<file path="src/rtd_ratio_to_temperature_top_assert.svh">
// Assertion macros for the RTD ratio to temperature block.
// Used by rtd_ratio_to_temperature_top; needs nothing else.
`ifndef RTD_RATIO_TO_TEMPERATURE_TOP_ASSERT_SVH
`define RTD_RATIO_TO_TEMPERATURE_TOP_ASSERT_SVH

// same-cycle implication
`define RTD_ASSERT_NOW(lbl, clk, rst, ante, cons, msg) \
   lbl: assert property (@(posedge clk) disable iff (rst) (ante) |-> (cons)) \
      else $error(msg);

// next-cycle implication
`define RTD_ASSERT_NEXT(lbl, clk, rst, ante, cons, msg) \
   lbl: assert property (@(posedge clk) disable iff (rst) (ante) |=> (cons)) \
      else $error(msg);

`endif

</file>
<file path="src/rtd_pkg.sv">
// Shared widths, constants and types for the RTD ratio to temperature block.
// No dependencies.
package rtd_pkg;

   localparam int OUT_FRAC_BITS = 8;
   localparam int FRAC_SH       = 16 - OUT_FRAC_BITS;

   localparam int TIME_W   = 32;
   localparam int RATIO_W  = 35;
   localparam int DEN_W    = 33;
   localparam int LIM_W    = DEN_W + 8;
   localparam int HUND_W   = DEN_W + 7;
   localparam int NUM_W    = 60;
   localparam int DIVR_W   = DEN_W + FRAC_SH;
   localparam int DIVN_W   = 61;
   localparam int QOUT_W   = OUT_FRAC_BITS + 14;
   localparam int DC_RW    = DIVR_W + 1;
   localparam int DC_QW    = RATIO_W;
   localparam int SQ_IN_W  = 64;
   localparam int SQ_ROOT_W = 32;
   localparam int SQ_RW    = 34;
   localparam int TEMP_W   = 22;
   localparam int SAT_W    = (QOUT_W > TEMP_W) ? QOUT_W : TEMP_W;
   localparam int LATENCY  = 76 + QOUT_W;

   localparam logic [27:0] CVD_4B_E14  = 28'd231000000;
   localparam logic [30:0] CVD_A2_E14  = 31'd1527480889;
   localparam logic [15:0] CVD_A_E7    = 16'd39083;
   localparam logic [10:0] CVD_2B_E9   = 11'd1155;
   localparam logic [24:0] ROOT1_SCALE = 25'd20000000;
   localparam logic [7:0]  WINDOW_HI   = 8'd200;
   localparam logic [6:0]  ROOT2_SCALE = 7'd100;

   localparam logic [RATIO_W-1:0] RATIO_ONE = RATIO_W'(64'd1 << 32);
   localparam logic [DIVR_W-1:0] ROOT2_DIVISOR = DIVR_W'(CVD_2B_E9) << FRAC_SH;
   localparam logic [TEMP_W-2:0] TEMP_MAX = '1;
   localparam logic signed [TEMP_W-1:0] FIRST_ROOT_MAX =
      TEMP_W'(int'(WINDOW_HI) << OUT_FRAC_BITS);

   localparam logic [1:0] ERR_NONE     = 2'd0;
   localparam logic [1:0] ERR_REF_ZERO = 2'd1;
   localparam logic [1:0] ERR_NEG_DISC = 2'd2;

   typedef struct packed {
      logic [1:0]       err;
      logic             x_pos;
      logic [NUM_W-1:0] num;
   } sq_side_type;

   typedef struct packed {
      logic [1:0] err;
      logic       second;
   } out_side_type;

endpackage

</file>
<file path="src/rtd_sqrt_cell.sv">
// One digit-by-digit square root step: one root bit per cell, registered.
// Depends on rtd_pkg.
module rtd_sqrt_cell import rtd_pkg::*; (
   input  logic                 clock,
   input  logic                 advance,
   input  logic [SQ_RW-1:0]     up_rem,
   input  logic [SQ_ROOT_W-1:0] up_root,
   input  logic [SQ_IN_W-1:0]   up_bits,
   output logic [SQ_RW-1:0]     dn_rem,
   output logic [SQ_ROOT_W-1:0] dn_root,
   output logic [SQ_IN_W-1:0]   dn_bits
);

   logic [SQ_RW+1:0]     trial;
   logic [SQ_RW+1:0]     test;
   logic                 fits;
   logic [SQ_RW-1:0]     rem_in, rem_ff;
   logic [SQ_ROOT_W-1:0] root_in, root_ff;
   logic [SQ_IN_W-1:0]   bits_in, bits_ff;

   always_comb begin
      trial   = {up_rem, up_bits[SQ_IN_W-1 -: 2]};
      test    = (SQ_RW+2)'({up_root, 2'b01});
      fits    = trial >= test;
      rem_in  = fits ? SQ_RW'(trial - test) : SQ_RW'(trial);
      root_in = {up_root[SQ_ROOT_W-2:0], fits};
      bits_in = {up_bits[SQ_IN_W-3:0], 2'b00};
   end

   always_ff @(posedge clock) begin
      if (advance) begin
         rem_ff  <= rem_in;
         root_ff <= root_in;
         bits_ff <= bits_in;
      end
   end

   assign dn_rem  = rem_ff;
   assign dn_root = root_ff;
   assign dn_bits = bits_ff;

endmodule

</file>
<file path="config.mk">
export PLATFORM = sky130hd
export DESIGN_NAME = rtd_sqrt_cell
export DESIGN_NICKNAME = d
export VERILOG_FILES = /design/src/rtd_ratio_to_temperature_top_assert.svh /design/src/rtd_pkg.sv /design/src/rtd_sqrt_cell.sv
export SDC_FILE = /design/constraint.sdc
export NUM_CORES = 1
export LEC_CHECK = 0
export BUFFER_PORTS_ARGS = -buffer_cell sky130_fd_sc_hd__buf_2
export CORE_MARGIN = 1.5
export CORE_UTILIZATION = 49
export DETAILED_ROUTE_END_ITERATION = 16
export GPL_TIMING_DRIVEN = 1
export HOLD_SLACK_MARGIN = 0.08
export PLACE_DENSITY_LB_ADDON = 0.2
export SYNTH_ARGS = -nofsm -noshare
export SYNTH_HDL_FRONTEND = slang
export SYNTH_SLANG_ARGS = --single-unit
</file>
<file path="constraint.sdc">
create_clock -name clock -period 3.03 [get_ports clock]
set_clock_uncertainty 0.15 [all_clocks]
set_input_delay 0.1515 -clock clock [delete_from_list [all_inputs] [get_ports clock]]
set_output_delay 0.1515 -clock clock [all_outputs]
set_load 0.03 [all_outputs]
</file>
==> impl_metrics.tcl <==
set metrics [dict create \
    min_period_ps 2960 \
    wl_met1_um 7010 \
    final_max_slew_viol_count 0 \
    postLayoutCellArea_um2 9840 \
    htreeDepth 4 \
    clock-sinks 128 \
    finalHoldViolCount 0 \
    die_area_um2 13600 \
    grt_first_pass_wirelength_um 28500 \
    drc 0 \
    dr_wl_met3_um 1450 \
    ys_seq_area_frac 0.609 \
    worstSetupEndpointType "flip-flop" \
    drive_gt1_frac 0.375 \
    crit_buf_inv 3 \
    yosysTopAreaCellShare 0.609 \
    synth_seq_cells 128 \
    detail-route-antenna-nets 0 \
    num_vias 5647 \
    syn-instance-count 507 \
    ir_drop_mv 0.287 \
    post_drt_wl_per_cell_um 17.5 \
    port_buffers 259 \
    synthTopCellsByArea "edfxtp_1, ha_1, nand2_1" \
    max_stage_delay_ps 540 \
    pwr_density_cell_nw_per_um2 569 \
    io_pins 262 \
    start_util 0.500 \
    ys_warn_count 0 \
    ys_types 62 \
    placed_area_um2 7860 \
    syn-cell-area_um2 6310 \
    gp_congestion 0.895 \
    clockBufferDepth 2 \
    die_w_um 117 \
    post-route-period-util 0.977 \
    hold_class "in -> reg" \
    cp_top_family "compound AO/OA/AOI/OAI gates" \
    start_kind "primary input" \
    syn_to_final_growth_pct 55.8 \
    maxCapViolations 0 \
    synth_top_family_by_area "compound AO/OA/AOI/OAI gates" \
    clock.fmax_mhz 338 \
    filler_cell_count 825 \
    synth_xor_xnor_area_share 0.0374 \
    grt.total_usage 0.280 \
    fin_hold_ws_ps 113 \
    synth-simple-area-share 0.0888 \
    path_clk_slew_ps 60 \
    via_per_inst 5.13 \
    cts_tree "built" \
    root_buffer "clkbuf_16" \
    die_h_um 117 \
    place.detailed.hpwl_um 11800 \
    rsz0062_at_grt "true" \
    synth_compound_area_frac 0.148 \
    synth_fa_ha_area_frac 0.0674 \
    antenna_found_initial 1 \
    setup_viol 0 \
    worstPathCellList "dlygate4sd3_1, buf_2, inv_1, ha_2, a21o_1, or3_1, o21a_1, a311oi_2, o21ai_2, a31oi_4, mux2i_1, a31o_1" \
    crit_path_max_fanout 6 \
    fp-row-count 41 \
    synthArstFlopShare 0 \
    synth_mux_area_frac 0.00872 \
    totalWireLength_um 19300 \
    yosys.area.top_type "edfxtp_1" \
    first_global_vias 5702 \
    synth_edf_count 128 \
    grt-ovfl-total 0 \
    grt_max_degree 85 \
    critPathKind "in -> reg" \
    topRoutingLayerUsed "met4" \
    required_ps 3050 \
    cp_slowest_cell "dlygate4sd3_1" \
    nNetsFinal 1080 \
    core_area_um2 12600 \
    slew_headroom 0.482 \
    placed_cells 935 \
    worstPathArrival_ps 2980 \
    status "finished clean" \
    first_pass_iters 4 \
    p_leak_nw 4.36 \
    cts_buffers 17 \
    fin_cells 1101 \
    drtIter0Drc 303 \
    yosys_most_used_dff "edfxtp_1" \
    syn_area_per_cell_um2 12.5 \
    met2_length_um 10100 \
    worst_slew_pin_slew_ps 777 \
]
cells in the final DEF (no fill, tap or decap), types with 3 or more instances in the layout:
master	count
a21o_1	19
nor3_1	9
o31ai_1	4
ha_1	27
edfxtp_1	128
clkinv_2	4
inv_1	42
buf_4	13
and3_2	3
nand4_1	6
nor2_1	17
buf_6	3
xor2_1	13
o21ai_0	40
a21oi_2	3
mux2i_1	3
ha_2	6
nand2_1	58
a31oi_1	4
xnor2_1	14
nand3_1	6
a21oi_1	25
clkinv_4	4
dlygate4sd3_1	127
and2_1	3
o21ai_1	4
clkbuf_16	17
buf_2	258
nand2b_1	5
kinds of logic (layout without fill, tap and decap cells):
group | Yosys count | count (layout)
AOI/OAI and AO/OA | 133 | 133
xor gates and xnor gates | 27 | 27
adders and majority gates | 34 | 34
buffers and inverters | 59 | 478
DFF | 128 | 128
muxes | 5 | 5
other | 1 | 4
and+or+nand+nor | 120 | 120
path summary, 6_finish.rpt:
path | depth (start not counted) | start | slack, ps | endpoint
min | 4 | up_rem[33] | 110 | dn_root[0]
max | 12 | up_root[3] | 70 | dn_rem[26]
metal layers:
layer	vias to the layer above	global-route usage
met5	-	0
met4	0	0.150
met3	59	0.0841
met2	257	0.487
met1	2639	0.308
li1	2692	-
per-stage QoR:
stage	worst slack (ps)	utilization	total power [W]	TNS, ps
final	69.7	0.780	0.00560	0
after global routing	-18.4	0.780	0.00582	-55.3
after CTS	18.4	0.768	0.00553	0
after global placement	216	0.623	0.00344	0
after floorplan	486	-	0.00306	0
after detailed placement	134	0.623	0.00346	0
cell usage after synthesis (all sizes together) (9+ instances only):
master	instances
edfxtp	128
nand2	58
o21ai	46
inv	42
ha	34
a21oi	28
a21o	20
nor2	18
xnor2	14
xor2	13
nor3	10
buf	9
report_power, final:
| part | internal [W] | switching, W | leakage, nW |
|---|---|---|---|
| clock network | 0.00114 | 0.000822 | 0.274 |
| logic | 0.000540 | 0.000870 | 2.83 |
| registers | 0.00217 | 0.0000543 | 1.25 |
tightest hold or removal path: stages:
cell	delay (ps)
buf_2	80
nor3_1	60
o21a_2	180
clkinv_2	90
registers in the layout, summed over array words and instances (netlist names):
name     flops
dn_bits     62
dn_root     32
dn_rem      34
final cells by class:
class,count,area (um^2),share of cell area
diodes,2,5.00,0.000509
multi-input cells,321,2320,0.235
clock inverters,14,135,0.0137
inverters,43,163,0.0165
repair buffers,403,2730,0.278
clock buffers,18,429,0.0436
flip-flops and latches,128,3840,0.391
well taps,172,215,0.0219
what timing repair did:
| item | CTS | global route |
|---|---|---|
| hold endpoints to repair | 127 | 0 |
| hold buffers | 127 | 0 |
| resized for setup | 0 | 23 |
| endpoints found under the setup margin | 0 | 32 |
| buffers inserted | 0 | 5 |
Note: power is estimated with default switching activity, not from simulation.
