$ cat config.mk
export PLATFORM = sky130hd
export DESIGN_NAME = rtd_div_cell
export DESIGN_NICKNAME = d
export VERILOG_FILES = /design/src/rtd_ratio_to_temperature_top_assert.svh /design/src/rtd_pkg.sv /design/src/rtd_div_cell.sv
export SDC_FILE = /design/constraint.sdc
export NUM_CORES = 1
export LEC_CHECK = 0
export ABC_AREA = 1
export BUFFER_PORTS_ARGS = -buffer_cell sky130_fd_sc_hd__buf_2
export CORE_MARGIN = 3
export CORE_UTILIZATION = 51
export DETAILED_ROUTE_END_ITERATION = 8
export PLACE_DENSITY = 0.82
export SLEW_MARGIN = 20
export SYNTH_ARGS = -nofsm -noshare
export SYNTH_HDL_FRONTEND = slang
export SYNTH_SLANG_ARGS = --single-unit
$ cat constraint.sdc
create_clock -name clock -period 2.9 [get_ports clock]
set_input_delay 0.58 -clock clock [delete_from_list [all_inputs] [get_ports clock]]
set_output_delay 0.58 -clock clock [all_outputs]
set_load 0.01 [all_outputs]
$ cat src/rtd_ratio_to_temperature_top_assert.svh
// Assertion macros for the RTD ratio to temperature block.
// Used by rtd_ratio_to_temperature_top; needs nothing else.
`ifndef RTD_RATIO_TO_TEMPERATURE_TOP_ASSERT_SVH
`define RTD_RATIO_TO_TEMPERATURE_TOP_ASSERT_SVH

// same-cycle implication
`define RTD_ASSERT_NOW(lbl, clk, rst, ante, cons, msg) \
   lbl: assert property (@(posedge clk) disable iff (rst) (ante) |-> (cons)) \
      else $error(msg);

// next-cycle implication
`define RTD_ASSERT_NEXT(lbl, clk, rst, ante, cons, msg) \
   lbl: assert property (@(posedge clk) disable iff (rst) (ante) |=> (cons)) \
      else $error(msg);

`endif

$ cat src/rtd_pkg.sv
// Shared widths, constants and types for the RTD ratio to temperature block.
// No dependencies.
package rtd_pkg;

   localparam int OUT_FRAC_BITS = 8;
   localparam int FRAC_SH       = 16 - OUT_FRAC_BITS;

   localparam int TIME_W   = 32;
   localparam int RATIO_W  = 35;
   localparam int DEN_W    = 33;
   localparam int LIM_W    = DEN_W + 8;
   localparam int HUND_W   = DEN_W + 7;
   localparam int NUM_W    = 60;
   localparam int DIVR_W   = DEN_W + FRAC_SH;
   localparam int DIVN_W   = 61;
   localparam int QOUT_W   = OUT_FRAC_BITS + 14;
   localparam int DC_RW    = DIVR_W + 1;
   localparam int DC_QW    = RATIO_W;
   localparam int SQ_IN_W  = 64;
   localparam int SQ_ROOT_W = 32;
   localparam int SQ_RW    = 34;
   localparam int TEMP_W   = 22;
   localparam int SAT_W    = (QOUT_W > TEMP_W) ? QOUT_W : TEMP_W;
   localparam int LATENCY  = 76 + QOUT_W;

   localparam logic [27:0] CVD_4B_E14  = 28'd231000000;
   localparam logic [30:0] CVD_A2_E14  = 31'd1527480889;
   localparam logic [15:0] CVD_A_E7    = 16'd39083;
   localparam logic [10:0] CVD_2B_E9   = 11'd1155;
   localparam logic [24:0] ROOT1_SCALE = 25'd20000000;
   localparam logic [7:0]  WINDOW_HI   = 8'd200;
   localparam logic [6:0]  ROOT2_SCALE = 7'd100;

   localparam logic [RATIO_W-1:0] RATIO_ONE = RATIO_W'(64'd1 << 32);
   localparam logic [DIVR_W-1:0] ROOT2_DIVISOR = DIVR_W'(CVD_2B_E9) << FRAC_SH;
   localparam logic [TEMP_W-2:0] TEMP_MAX = '1;
   localparam logic signed [TEMP_W-1:0] FIRST_ROOT_MAX =
      TEMP_W'(int'(WINDOW_HI) << OUT_FRAC_BITS);

   localparam logic [1:0] ERR_NONE     = 2'd0;
   localparam logic [1:0] ERR_REF_ZERO = 2'd1;
   localparam logic [1:0] ERR_NEG_DISC = 2'd2;

   typedef struct packed {
      logic [1:0]       err;
      logic             x_pos;
      logic [NUM_W-1:0] num;
   } sq_side_type;

   typedef struct packed {
      logic [1:0] err;
      logic       second;
   } out_side_type;

endpackage

$ cat src/rtd_div_cell.sv
// One restoring division step: one quotient bit per cell, registered.
// Depends on rtd_pkg.
module rtd_div_cell import rtd_pkg::*; (
   input  logic             clock,
   input  logic             advance,
   input  logic [DC_RW-1:0] up_rem,
   input  logic [DC_RW-1:0] up_dvs,
   input  logic [DC_QW-1:0] up_bits,
   input  logic [DC_QW-1:0] up_quot,
   output logic [DC_RW-1:0] dn_rem,
   output logic [DC_RW-1:0] dn_dvs,
   output logic [DC_QW-1:0] dn_bits,
   output logic [DC_QW-1:0] dn_quot
);

   logic [DC_RW:0]   trial;
   logic             fits;
   logic [DC_RW-1:0] rem_in, rem_ff, dvs_ff;
   logic [DC_QW-1:0] bits_in, bits_ff, quot_in, quot_ff;

   always_comb begin
      trial   = {up_rem, up_bits[DC_QW-1]};
      fits    = trial >= {1'b0, up_dvs};
      rem_in  = fits ? DC_RW'(trial - {1'b0, up_dvs}) : DC_RW'(trial);
      quot_in = {up_quot[DC_QW-2:0], fits};
      bits_in = {up_bits[DC_QW-2:0], 1'b0};
   end

   always_ff @(posedge clock) begin
      if (advance) begin
         rem_ff  <= rem_in;
         dvs_ff  <= up_dvs;
         bits_ff <= bits_in;
         quot_ff <= quot_in;
      end
   end

   assign dn_rem  = rem_ff;
   assign dn_dvs  = dvs_ff;
   assign dn_bits = bits_ff;
   assign dn_quot = quot_ff;

endmodule

==> metrics.txt, run 1 <==
clock buffer depth 2; Cell Pwr Density 562 nW/µm²; Yosys top cell area share between 50% and 60%; vias in the first global route about 7300; IO Pins 310; CTS Buf Count 17; Routed Antenna Nets 0; first-pass GRT wire length slightly below 40000 µm; fraction of layout cells with a size suffix above 1 around 27%; Post-Syn Instances just over 1000; MaxCap Viol Count 0; Top FF cell, synth edfxtp_1; DR WL/cell about 16 µm; Synth Register Bits roughly 150; asr flop ratio synth 0%; syn_nets around 1200; Req. time, crit path about 3.1 ns; crit path kind in2reg; Final Max Slew Viols 0; CP Max Fanout 4; Synth area leaders edfxtp_1, nand2_1, inv_1, ha_1, nand3_1; Synth Warn # 0; Lkg Pwr ~5.8 nW; Startpoint Class input port; fmax approximately 0.43 GHz; status finished clean; CTS tree built; post-layout util between 60% and 70%; DIE AREA 18600 µm²; Final Hold Vio Count 0; Sink Count between 150 and 200; DRC 0; clock-pin slew on the worst setup and hold paths approximately 0.07 ns; final net count 1549; core area around 16000 µm²; Avg Vias per Cell 4.84; initial antenna violation count 5; Starting DRT DRC Count 396; commonest non-fill, non-tap cell in the layout nand2_1; fin cells 1584; overall global routing resource usage roughly 28%; average cell area after synthesis about 8.5 µm²; Final period util between 70% and 80%; post-DP HPWL 21400 µm; Fill cells between 1000 and 1500; largest net degree at the start of global routing 52; most frequent cells in the layout nand2_1, buf_2, inv_1, edfxtp_1, nor2_1; hold buffer count at CTS 0; Root Buffer clkbuf_16; Final Cell Area approximately 11000 µm²; grt ovf 0; postcts setup bufs 0; # setup viols final 0; via count of the routed design 7671; Seq/Total Area, Yosys 53.1%; # resized after CTS 0; dpl cells between 1500 and 2000; VDD IR max around 0.42 mV; Yosys cell types 34; IO buf count 307; routability congestion estimate between 0.9 and 1; area post-placement approximately 11000 µm²; unrepaired setup endpoints after global routing no; H-Tree Depth 4; Area Overhead vs Synth 28.7%; leading area contributor after synthesis edfxtp_1; drt pass-1 iters 7; sum of negative setup slack 0 ns; crit end category flip-flop; HP Class in2reg; mapped cell area roughly 8600 µm²; Final min period ~2.3 ns; Post-synth EDFFs ~150; crit path DAT approximately 2.5 ns; die extent in x ~140 µm; routed wire length ~26000 µm; initial core utilization a little over half; num rows between 40 and 50; die height 136 µm
-- cells in the mapped netlist, types with 2 or more instances --
library cell,number
nand4_1,5
nor2_2,4
inv_2,2
o21bai_1,5
nor3_1,4
nor2_1,66
a21oi_1,35
clkinv_1,2
xor2_1,22
nand3_1,55
buf_4,5
ha_1,42
nand2_2,4
or2_2,2
buf_6,4
edfxtp_1,153
nand3b_1,5
nand2_1,389
and2_1,3
o21ai_0,13
inv_1,185
-- cell type report --
type / count / area [µm²] / area share (%)
Inverter: 190 / 716 / 6.43
Clock inverter: 14 / 133 / 1.19
Multi-Input combinational cell: 666 / 3260 / 29.3
Tap cell: 216 / 270 / 2.43
Clock buffer: 18 / 429 / 3.86
Timing Repair Buffer: 322 / 1720 / 15.4
Antenna cell: 5 / 12.5 / 0.112
Sequential cell: 153 / 4590 / 41.3
-- flip-flops by register name, indices dropped and copies added (netlist names) --
register and flops:
dn_bits 34, dn_quot 35, dn_rem 42, dn_dvs 42
-- through the flow --
stage	worst slack (ns)	power (mW)	hold WS, ns
CTS	0.596	6.28	0.302
floorplan	0.660	3.57	0.679
global route	0.410	6.56	0.297
global placement	0.180	4.13	0.756
detailed placement	0.142	4.16	0.758
finish	0.600	6.25	0.318
-- worst paths after layout --
check / endpoint / depth (start not counted) / startpoint / slack, ns
worst max-delay path: dn_rem[36]$_DFFE_PP_ / 14 / up_bits[34] / 0.60
worst min-delay path: dn_bits[32]$_DFFE_PP_ / 1 / up_bits[31] / 0.32
-- metal layers --
metal | wire length [µm] | GRT usage, % | part of all wire [%] | vias up
li1 | - | - | - | 3894
met1 | 10200 | 33.3 | 39 | 3454
met2 | 13600 | 51.1 | 52 | 298
met3 | 1840 | 6.22 | 7.0 | 25
met4 | 381 | 6.94 | 1.5 | 0
met5 | 0 | 0 | 0 | -
-- critical path: stages --
cell     delay, ns
buf_2         0.10
inv_1         0.07
ha_1          0.14
inv_1         0.07
fa_1          0.43
nand2_1       0.12
nand3_1       0.09
and2_1        0.18
nand2_1       0.08
nand3_1       0.22
nand2_1       0.20
nand3_1       0.08
nand3_1       0.09
nand2_1       0.05
-- cells by family after synthesis --
logic type / synth area share [%]
buffers and inverters: 9.23
xor gates and xnor gates: 2.23
other: 0.0434
DFF: 53.1
and+or+nand+nor: 25.5
adders and majority gates: 6.31
AOI/OAI and AO/OA: 3.54
-- power breakdown --
| group | internal, mW | switching [mW] | total (mW) |
|---|---|---|---|
| registers | 2.69 | 0.0537 | 2.75 |
| clock network | 1.13 | 0.999 | 2.13 |
| logic | 0.514 | 0.858 | 1.37 |
| total | 4.34 | 1.91 | 6.25 |
(Power assumes the default switching activity.)
==> inputs of run 2 (changes only) <==
clock period = 2.2 ns   (was 2.9 ns; I/O delays follow)
==> run 2 against run 1 <==
  * Sequential share of layout area decreased by 4.0 points
  * Via count increased by 13%
  * Critical path type unchanged
  * Sequential power increased by 32%
  * Largest cell class unchanged
  * Routed wire length increased by 17%
==> metrics.txt, run 2 (same netlist as run 1, synthesis figures left out) <==
vias in the first global route about 8400; dpl cells 1694; fin cells approximately 1700; most common cell type on the critical path nand2_1; DR WL/cell between 15 and 20 µm; area post-placement between 10000 and 15000 µm²; MaxCap Viol Count 0; routability congestion estimate ~0.92; sum of negative setup slack 0 ns; VDD IR max about 0.53 mV; routed wire length between 30000 and 40000 µm; postcts setup bufs 0; IO Pins between 300 and 400; initial core utilization roughly 53%; total power roughly 8.7 mW; # setup viols final 0; CTS tree built; num rows 46; Critical-path top delay cell ha_1; Routed Antenna Nets 0; grt ovf 0; initial antenna violation count 14; post-DP HPWL 23300 µm; Startpoint Class input port; Lkg Pwr about 6.5 nW; CTS Buf Count 17; status finished clean; Area Overhead vs Synth 42.4%; final net count between 1500 and 2000; HP Class in2reg; DIE AREA between 15000 and 20000 µm²; Final min period about 2.1 ns; crit path kind in2reg; H-Tree Depth 4; die extent in x about 140 µm; Final Max Slew Viols 0; IO buf count between 300 and 400; largest net degree at the start of global routing 49; clock-pin slew on the worst setup and hold paths roughly 0.070 ns; Starting DRT DRC Count roughly 650; drt pass-1 iters 5; overall global routing resource usage between 30% and 40%; Final period util between 90% and 100%; met1 usage 36.5%; first-pass GRT wire length around 44000 µm; Fill cells approximately 1200; clock buffer depth 2; fmax 0.470 GHz; crit-path cells buf_2 -> inv_1 -> ha_1 -> nand2_1 -> inv_1 -> a21oi_1 -> o21ai_1 -> nand2_1 -> nand2_1 -> nor2_1 -> nand2_4 -> buf_6 -> nand2_1 -> nand2_1; crit end category flip-flop; Final Hold Vio Count 0; Final Cell Area approximately 12000 µm²; CP max stage delay ~0.32 ns; Root Buffer clkbuf_16; Avg Vias per Cell roughly 5.0; M3 GR Usage 6.55%; die height approximately 140 µm; met2 Usage GRT 56.9%; core area about 16000 µm²; via count of the routed design around 8700; crit path DAT between 2 and 2.5 ns; commonest non-fill, non-tap cell in the layout nand2_1; CP Max Fanout 17; unrepaired setup endpoints after global routing yes; Cell Pwr Density between 700 and 800 nW/µm²; GRT busiest layer met2; fraction of layout cells with a size suffix above 1 35.3%; post-layout util 75.9%; Sink Count 153; most frequent cells in the layout nand2_1, buf_2, inv_1, buf_4, edfxtp_1; Req. time, crit path approximately 2.4 ns; DRC 0
run 2: layout make-up:
class / instances / area (µm²) / area share [%]
multi-input cells: 666 / 3330 / 27.0
clock buffers: 17 / 425 / 3.45
clock inverters: 14 / 135 / 1.10
inverters: 190 / 716 / 5.81
flip-flops and latches: 153 / 4590 / 37.3
well taps: 216 / 270 / 2.19
diodes: 15 / 37.5 / 0.305
repair buffers: 469 / 2810 / 22.8
run 2: report_power, final:
group          leakage [nW]  internal (mW)  switching (mW)
logic                  4.78          0.947            1.27
clock network         0.261           1.48            1.39
registers              1.50           3.55          0.0835
run 2: final timing paths:
path	slack, ns	depth (start not counted)	start	end
max	0.07	14	up_dvs[30]	dn_rem[20]$_DFFE_PP_
min	0.17	1	up_quot[24]	dn_quot[25]$_DFFE_PP_
run 2: routing by layer:
metal	vias up	share of wire [%]
met5	-	0
met4	0	4.2
met3	85	7.3
met2	438	51
met1	3983	38
li1	4196	-
run 2: worst max-delay path, delay by kind of cell:
family	cells	cell delay [ns]
compound gates	2	0.43
buf+inv	4	0.38
simple gates	7	0.73
fa+ha+maj	1	0.32
run 2: per-stage QoR:
stage / worst slack (ns) / hold WS (ns)
CTS: 0.0499 / 0.157
global placement: -0.313 / 0.616
floorplan: 0.100 / 0.539
finish: 0.0744 / 0.169
global route: -0.0276 / 0.162
detailed placement: -0.404 / 0.618
run 2: timing repair:
| action | in CTS | in global routing |
|---|---|---|
| hold buffers | 0 | 0 |
| gates resized for setup | 0 | 17 |
| setup endpoints to repair | 0 | 42 |
